## config.mk

```make
export PLATFORM = sky130hd
export DESIGN_NAME = sbs_ctrl
export DESIGN_NICKNAME = d
export VERILOG_FILES = /design/src/rtl/sbs_pkg.sv /design/src/rtl/sbs_ctrl.sv
export SDC_FILE = /design/constraint.sdc
export NUM_CORES = 1
export LEC_CHECK = 0
export BUFFER_PORTS_ARGS = -buffer_cell sky130_fd_sc_hd__buf_4
export CELL_PAD_IN_SITES_DETAIL_PLACEMENT = 0
export CELL_PAD_IN_SITES_GLOBAL_PLACEMENT = 1
export CORE_AREA = 2 2 39 41
export DETAILED_ROUTE_END_ITERATION = 10
export DIE_AREA = 0 0 41 43
export MAX_ROUTING_LAYER = met4
export PLACE_DENSITY_LB_ADDON = 0.15
export SKIP_CTS_REPAIR_TIMING = 1
export SLEW_MARGIN = 20
export SYNTH_ARGS = -nofsm -noshare
export SYNTH_HDL_FRONTEND = slang
export SYNTH_SLANG_ARGS = --single-unit
```

## constraint.sdc

```tcl
create_clock -name clk -period 2.3 [get_ports clk]
set_input_delay 0.46 -clock clk [delete_from_list [all_inputs] [get_ports clk]]
set_output_delay 0.46 -clock clk [all_outputs]
set_load 0.03 [all_outputs]
```

## src/rtl/sbs_pkg.sv

```systemverilog
// ----------------------------------------------------------------------------
// Sorted table binary search package
// Shared widths, types, codes and controller/datapath interface structs.
// ----------------------------------------------------------------------------
package sbs_pkg;

	localparam int TABLE_DEPTH = 256;
	localparam int IDX_W       = 8;
	localparam int SIZE_W      = 9;
	localparam int BOUND_W     = 10;

	typedef logic signed [31:0]        word_t;
	typedef logic [IDX_W-1:0]          idx_t;
	typedef logic [SIZE_W-1:0]         count_t;
	typedef logic signed [BOUND_W-1:0] bound_t;

	localparam logic KIND_LOAD   = 1'b0;
	localparam logic KIND_SEARCH = 1'b1;

	typedef enum logic [1:0] {
		ST_IDLE,
		ST_INIT,
		ST_SEARCH
	} state_t;

	// Commands from the controller to the datapath.
	typedef struct packed {
		logic load;
		logic start;
		logic first;
		logic step;
		logic finish;
	} cmd_t;

	// Status from the datapath to the controller.
	typedef struct packed {
		logic hit;
		logic exhausted;
		logic slot_free;
	} status_t;

endpackage

```

## src/rtl/sbs_ctrl.sv

```systemverilog
// ----------------------------------------------------------------------------
// Binary search controller
// State machine that sequences loads, search setup and probe steps.
// ----------------------------------------------------------------------------
module sbs_ctrl (
	input  logic            clk,
	input  logic            arst_n,
	input  logic            in_valid,
	input  logic            kind,
	input  sbs_pkg::status_t status,
	output logic            in_stall,
	output sbs_pkg::cmd_t   cmd
);

	sbs_pkg::state_t state_q;
	sbs_pkg::state_t state_d;

	always_ff @(posedge clk or negedge arst_n) begin
		if (!arst_n) begin
			state_q <= sbs_pkg::ST_IDLE;
		end else begin
			state_q <= state_d;
		end
	end

	always_comb begin
		state_d  = state_q;
		cmd      = '0;
		in_stall = (state_q != sbs_pkg::ST_IDLE);
		case (state_q)
			sbs_pkg::ST_IDLE: begin
				if (in_valid) begin
					if (kind == sbs_pkg::KIND_LOAD) begin
						cmd.load = 1'b1;
					end else begin
						cmd.start = 1'b1;
						state_d   = sbs_pkg::ST_INIT;
					end
				end
			end
			sbs_pkg::ST_INIT: begin
				cmd.first = 1'b1;
				if (status.exhausted) begin
					// Empty table: report not found as soon as the output is free.
					if (status.slot_free) begin
						cmd.finish = 1'b1;
						state_d    = sbs_pkg::ST_IDLE;
					end
				end else begin
					cmd.step = 1'b1;
					state_d  = sbs_pkg::ST_SEARCH;
				end
			end
			sbs_pkg::ST_SEARCH: begin
				if (status.hit || status.exhausted) begin
					if (status.slot_free) begin
						cmd.finish = 1'b1;
						state_d    = sbs_pkg::ST_IDLE;
					end
				end else begin
					cmd.step = 1'b1;
				end
			end
			default: begin
				state_d = sbs_pkg::ST_IDLE;
			end
		endcase
	end

endmodule

```

==> results.yml, run 1 <==
logic_synthesis:
  syn_area_per_cell_um2: 7.67
  synth.cell_area_um2: 238
  ys_seq_elements: 2
  yosys.area_share.xor_xnor_pct: 0
  yosysSeqAreaShare_pct: 21.1
  synth_top_family_by_area: "compound AO/OA/AOI/OAI gates"
  synthAdderAreaFrac_pct: 21.1
  yosysTopAreaCellShare_pct: 21.1
  synth_compound_area_share_pct: 27.4
  syn_nets: 42
  synth_top_area_cell: "dfrtp_1"
  synthMuxAreaShare_pct: 0
  synth_area_leaders: "dfrtp_1 21%, ha_1 21%, inv_1 7.9%"
  netlist-cell-type-count: 15
  synth_cells: 31
  synthSimpleGateAreaFrac_pct: 22.6
  yosys_warnings: 0
critical_path:
  critPathKind: "flop to primary output"
  critPathMaxFanout: 6
  cp.arrival_ns: 1.45
  r2r_cells: 5
  slowest_delay_ns: 0.40
  worstSetupEndpointType: "primary output"
  critPathRequiredTime_ns: 1.84
  worst_path_max_delay_cell: "dfrtp_1"
  cp-start-kind: "flop"
  worstPathCellList: "inv_1, ha_1, a21oi_1, nor3b_1, buf_4"
clock_network:
  worstSkewPairLatency_ns: 0.23
  cts_tree: "done"
  cts_made_buffers: 3
  cts_max_path_buffers: 2
  clock-sinks: 2
  path_clk_slew_ns: 0.03
  cts-root-buf: "clkbuf_4"
  ctsHtreeMaxLevel: 1
worst_hold_path:
  hp-class: "input pin to asynchronous set/reset pin"
routing:
  vias: 271
  drc: 0
  dr.first_iter.drc_count: 8
  first_pass_iters: 4
  wl_um: 615
  antenna_left: 0
  dr.max_layer_used: "met4"
  via_per_inst: 4.30
  met2_wirelength_um: 275
  wl_per_cell_um: 9.76
  dr_wl_met3_um: 45
  wl_met1_um: 283
floorplanning:
  rows: 14
  die_width_um: 41
  die_area_mm2: 0.00176
  io-pin-count: 13
  core_mm2: 0.00138
  start_util_pct: 17.2
  die_y_um: 43
timing:
  finalClockSkew_ns: 0.00414
  min_period_over_period_pct: 83.2
  grt_setup_unrepaired: "no"
  report.final.slew_viol_count: 0
  setup_tns_ns: 0
  timing_hold_violations_final: 0
  setup_violations: 0
  max_freq_mhz: 523
  maxSlewHeadroom_pct: 78.7
  finalCriticalPeriod_ns: 1.91
  tightest_slew_ns: 0.319
finish:
  largest_reg_flops: 2
  final_core_util_pct: 27.5
  final_nets: 60
  area_growth_pct: 60.0
  regArea_um2: 50.0
  multiInputGateArea_um2: 169
  reg_top3: "state_q (2)"
  final_common_cell: "buf_4"
  nFillCells: 149
  top_register: "state_q"
  drive_gt1_share_pct: 34.0
  final_cell_mix: "12 x buf_4, 5 x inv_1, 4 x ha_1"
  diodes: 0
global_route:
  antenna_found_initial: 0
  grt.total_usage_pct: 7.68
  grt_pass1_vias: 220
  gr-total-overflow: 0
  grt_max_degree: 7
  grt_pass1_wl_um: 841
power_and_ir_drop:
  power_density_mw_per_mm2: 1190
  ir_worst_vdd_v: 0.000336
  fin_total_pwr_mw: 0.454
  p_leak_nw: 0.191
placement:
  io_buffer_count: 12
  gp_congestion: 0.699
  hpwl_um: 490
status:
  status: "complete, no violations"
job:
  max_cap_viol_count: 0
[routing by layer]
metal | vias up | global-route usage (%)
met4 | 0 | 8.00
met2 | 12 | 9.06
met3 | 2 | 1.57
li1 | 141 | -
met5 | - | -
met1 | 116 | 9.84
[where the power goes]
group / total [mW] / switching (mW) / internal (mW)
clock: 0.0780 / 0.0204 / 0.0576
combinational: 0.308 / 0.182 / 0.126
sequential: 0.0675 / 0.0168 / 0.0508
total: 0.454 / 0.220 / 0.234
[cell type report]
cell class / instances / area share (%)
clock buffers: 3 / 5.92
well taps: 16 / 5.26
inverters: 5 / 4.93
flip-flops and latches: 2 / 13.2
repair buffers: 13 / 26.3
multi-input cells: 24 / 44.4
[through the flow]
stage	cell area, um^2	setup slack (ns)	hold slack [ns]	instances
global route	380	0.294	0.557	63
finish	380	0.387	0.552	63
floorplan	238	0.138	0.164	31
detailed placement	348	0.619	0.243	59
global placement	348	0.623	0.243	59
CTS	370	0.354	-0.000849	62
[worst max-delay path: cells and delay by family, from the launching register on]
kind	cells	cell delay (ns)
compound gates	1	0.06
buf+inv	2	0.30
simple gates	1	0.19
fa+ha+maj	1	0.27
flops	1	0.40
[cell families (layout without fill, tap and decap cells)]
| logic type | count (synthesis) | after routing |
|---|---|---|
| AO/OA/AOI/OAI | 10 | 10 |
| adder cells (fa/ha/maj) | 4 | 4 |
| AND/OR/NAND/NOR | 10 | 10 |
| flip-flops | 2 | 2 |
| buffers and inverters | 5 | 21 |
[path summary, 6_finish.rpt]
check,slack [ns],endpoint,start
max,0.39,cmd[1],state_q[1]
min,0.55,state_q[1],arst_n
max reg2reg,0.79,state_q[0],state_q[0]
min reg2reg,0.59,state_q[1],state_q[1]
max in group asynchronous,1.66,state_q[0],arst_n
min in group clk,0.57,state_q[0],status[0]
[Yosys cell counts]
cell and n:
inv_1 5, ha_1 4, a21oi_1 3, nand2_1 3, o21ai_0 3, dfrtp_1 2
nor2_1 2, nor3b_1 2, a21boi_0 1, and3_1 1, o311ai_1 1, o31ai_1 1
o32a_2 1, or2_1 1, or4_1 1
Power figures use the tool's default switching activity.
==> inputs of run 2 (changes only) <==
- clock period: 2.3 -> 1.9 ns (I/O delays scaled with it)
==> run 2 against run 1 <==
  * Register-to-register slack got worse by 0.40 ns
  * Highest routed layer unchanged
  * Sequential power rose by 19%
  * Largest cell class unchanged
  * Critical endpoint unchanged
  * Worst setup slack got worse by 0.29 ns
==> results.yml, run 2 (synthesis gave the netlist of run 1 again) <==
status:
  status: "complete, no violations"
floorplanning:
  io-pin-count: 13
  core_mm2: 0.00138
  start_util_pct: 17.2
  die_area_mm2: 0.00176
  die_width_um: 41
  die_y_um: 43
  rows: 14
worst_hold_path:
  hp-class: "input pin to flop"
finish:
  final_common_cell: "buf_4"
  top_register: "state_q"
  diodes: 0
  design_area_um2: 385
  reg_top3: "state_q (2)"
  multiInputGateArea_um2: 174
  area_growth_pct: 62.1
  nFillCells: 159
  largest_reg_flops: 2
  final_nets: 60
  final_cell_mix: "12 x buf_4, 5 x inv_1, 4 x ha_1"
  drive_gt1_share_pct: 36.2
  regArea_um2: 50.0
timing:
  min_period_over_period_pct: 95.0
  setup_violations: 0
  max_freq_mhz: 554
  finalClockSkew_ns: 0.00770
  timing_hold_violations_final: 0
  maxSlewHeadroom_pct: 76.7
  finalCriticalPeriod_ns: 1.80
  setup_tns_ns: 0
  grt_setup_unrepaired: "no"
  tightest_slew_ns: 0.347
  report.final.slew_viol_count: 0
global_route:
  antenna_found_initial: 0
  gr-total-overflow: 0
  grt.total_usage_pct: 9.36
  grt_pass1_vias: 279
  grt_pass1_wl_um: 1040
  grt_max_degree: 7
critical_path:
  worstPathCellList: "inv_1, ha_1, a21oi_1, nor3b_2, buf_4"
  slowest_delay_ns: 0.40
  cp.arrival_ns: 1.42
  cp-start-kind: "flop"
  worst_path_max_delay_cell: "dfrtp_1"
  ff2ff_setup_slack_ns: 0.39
  worstSetupEndpointType: "primary output"
  critPathRequiredTime_ns: 1.52
  critPathMaxFanout: 6
  critPathKind: "flop to primary output"
clock_network:
  path_clk_slew_ns: 0.03
  cts-root-buf: "clkbuf_4"
  cts_tree: "done"
  clock-sinks: 2
  ctsHtreeMaxLevel: 1
  cts_made_buffers: 3
  cts_max_path_buffers: 2
  worstSkewPairLatency_ns: 0.23
job:
  max_cap_viol_count: 0
routing:
  first_pass_iters: 4
  via_per_inst: 4.46
  antenna_left: 0
  wl_per_cell_um: 10.4
  dr.first_iter.drc_count: 6
  vias: 281
  wl_um: 657
  drc: 0
placement:
  io_buffer_count: 12
  gp_congestion: 0.807
  hpwl_um: 527
  placed_area_um2: 353
power_and_ir_drop:
  fin_total_pwr_mw: 0.560
  ir_worst_vdd_v: 0.000415
  p_leak_nw: 0.192
  power_density_mw_per_mm2: 1450
==> run 2: cell counts in the layout (fill, tap and decap cells not counted) <==
No cell type changed its count.
==> run 2: report_power, final <==
| group | internal, mW | total, mW | switching, mW | leakage (nW) |
|---|---|---|---|---|
| sequential | 0.0615 | 0.0802 | 0.0188 | 0.0253 |
| clock | 0.0699 | 0.0969 | 0.0269 | 0.0138 |
| combinational | 0.155 | 0.383 | 0.228 | 0.153 |
| total | 0.286 | 0.560 | 0.274 | 0.192 |
==> run 2: area by class of cell <==
class | count | area share, %
flip-flops and latches | 2 | 13.0
clock buffers | 3 | 5.84
inverters | 5 | 4.87
repair buffers | 13 | 26.0
multi-input cells | 24 | 45.1
well taps | 16 | 5.19
==> run 2: worst paths after layout <==
check,from,endpoint,depth (start not counted)
hold reg to reg,state_q[0],state_q[0],2
setup reg to reg,state_q[0],state_q[1],5
hold / removal,status[0],state_q[0],3
max in group asynchronous,arst_n,state_q[1],2
setup / recovery,state_q[1],cmd[1],5
min in group asynchronous,arst_n,state_q[0],2
==> run 2: per-stage QoR <==
stage | std cells | utilization, % | setup slack [ns] | hold WS, ns
finish | 63 | 27.8 | 0.0957 | 0.475
global route | 63 | 27.8 | 0.0123 | 0.501
CTS | 62 | 27.1 | 0.0739 | -0.0769
detailed placement | 59 | 25.5 | 0.331 | 0.164
global placement | 59 | 25.5 | 0.312 | 0.165
floorplan | 31 | - | 0.0489 | 0.0844
==> run 2: routing by layer <==
layer  GRT usage [%]  vias to the layer above  wire length, um
met5               -                        -                0
met2            13.8                        8              326
met3            1.57                        2               26
li1                -                      141                -
met1            10.3                      130              289
met4            8.00                        0               14
==> run 2: critical path, delay by kind of cell (launching register included) <==
family | cells | cell delay [ns]
AND/OR/NAND/NOR | 1 | 0.16
AO/OA/AOI/OAI | 1 | 0.08
flip-flops | 1 | 0.40
buffers and inverters | 2 | 0.29
adder cells (fa/ha/maj) | 1 | 0.27
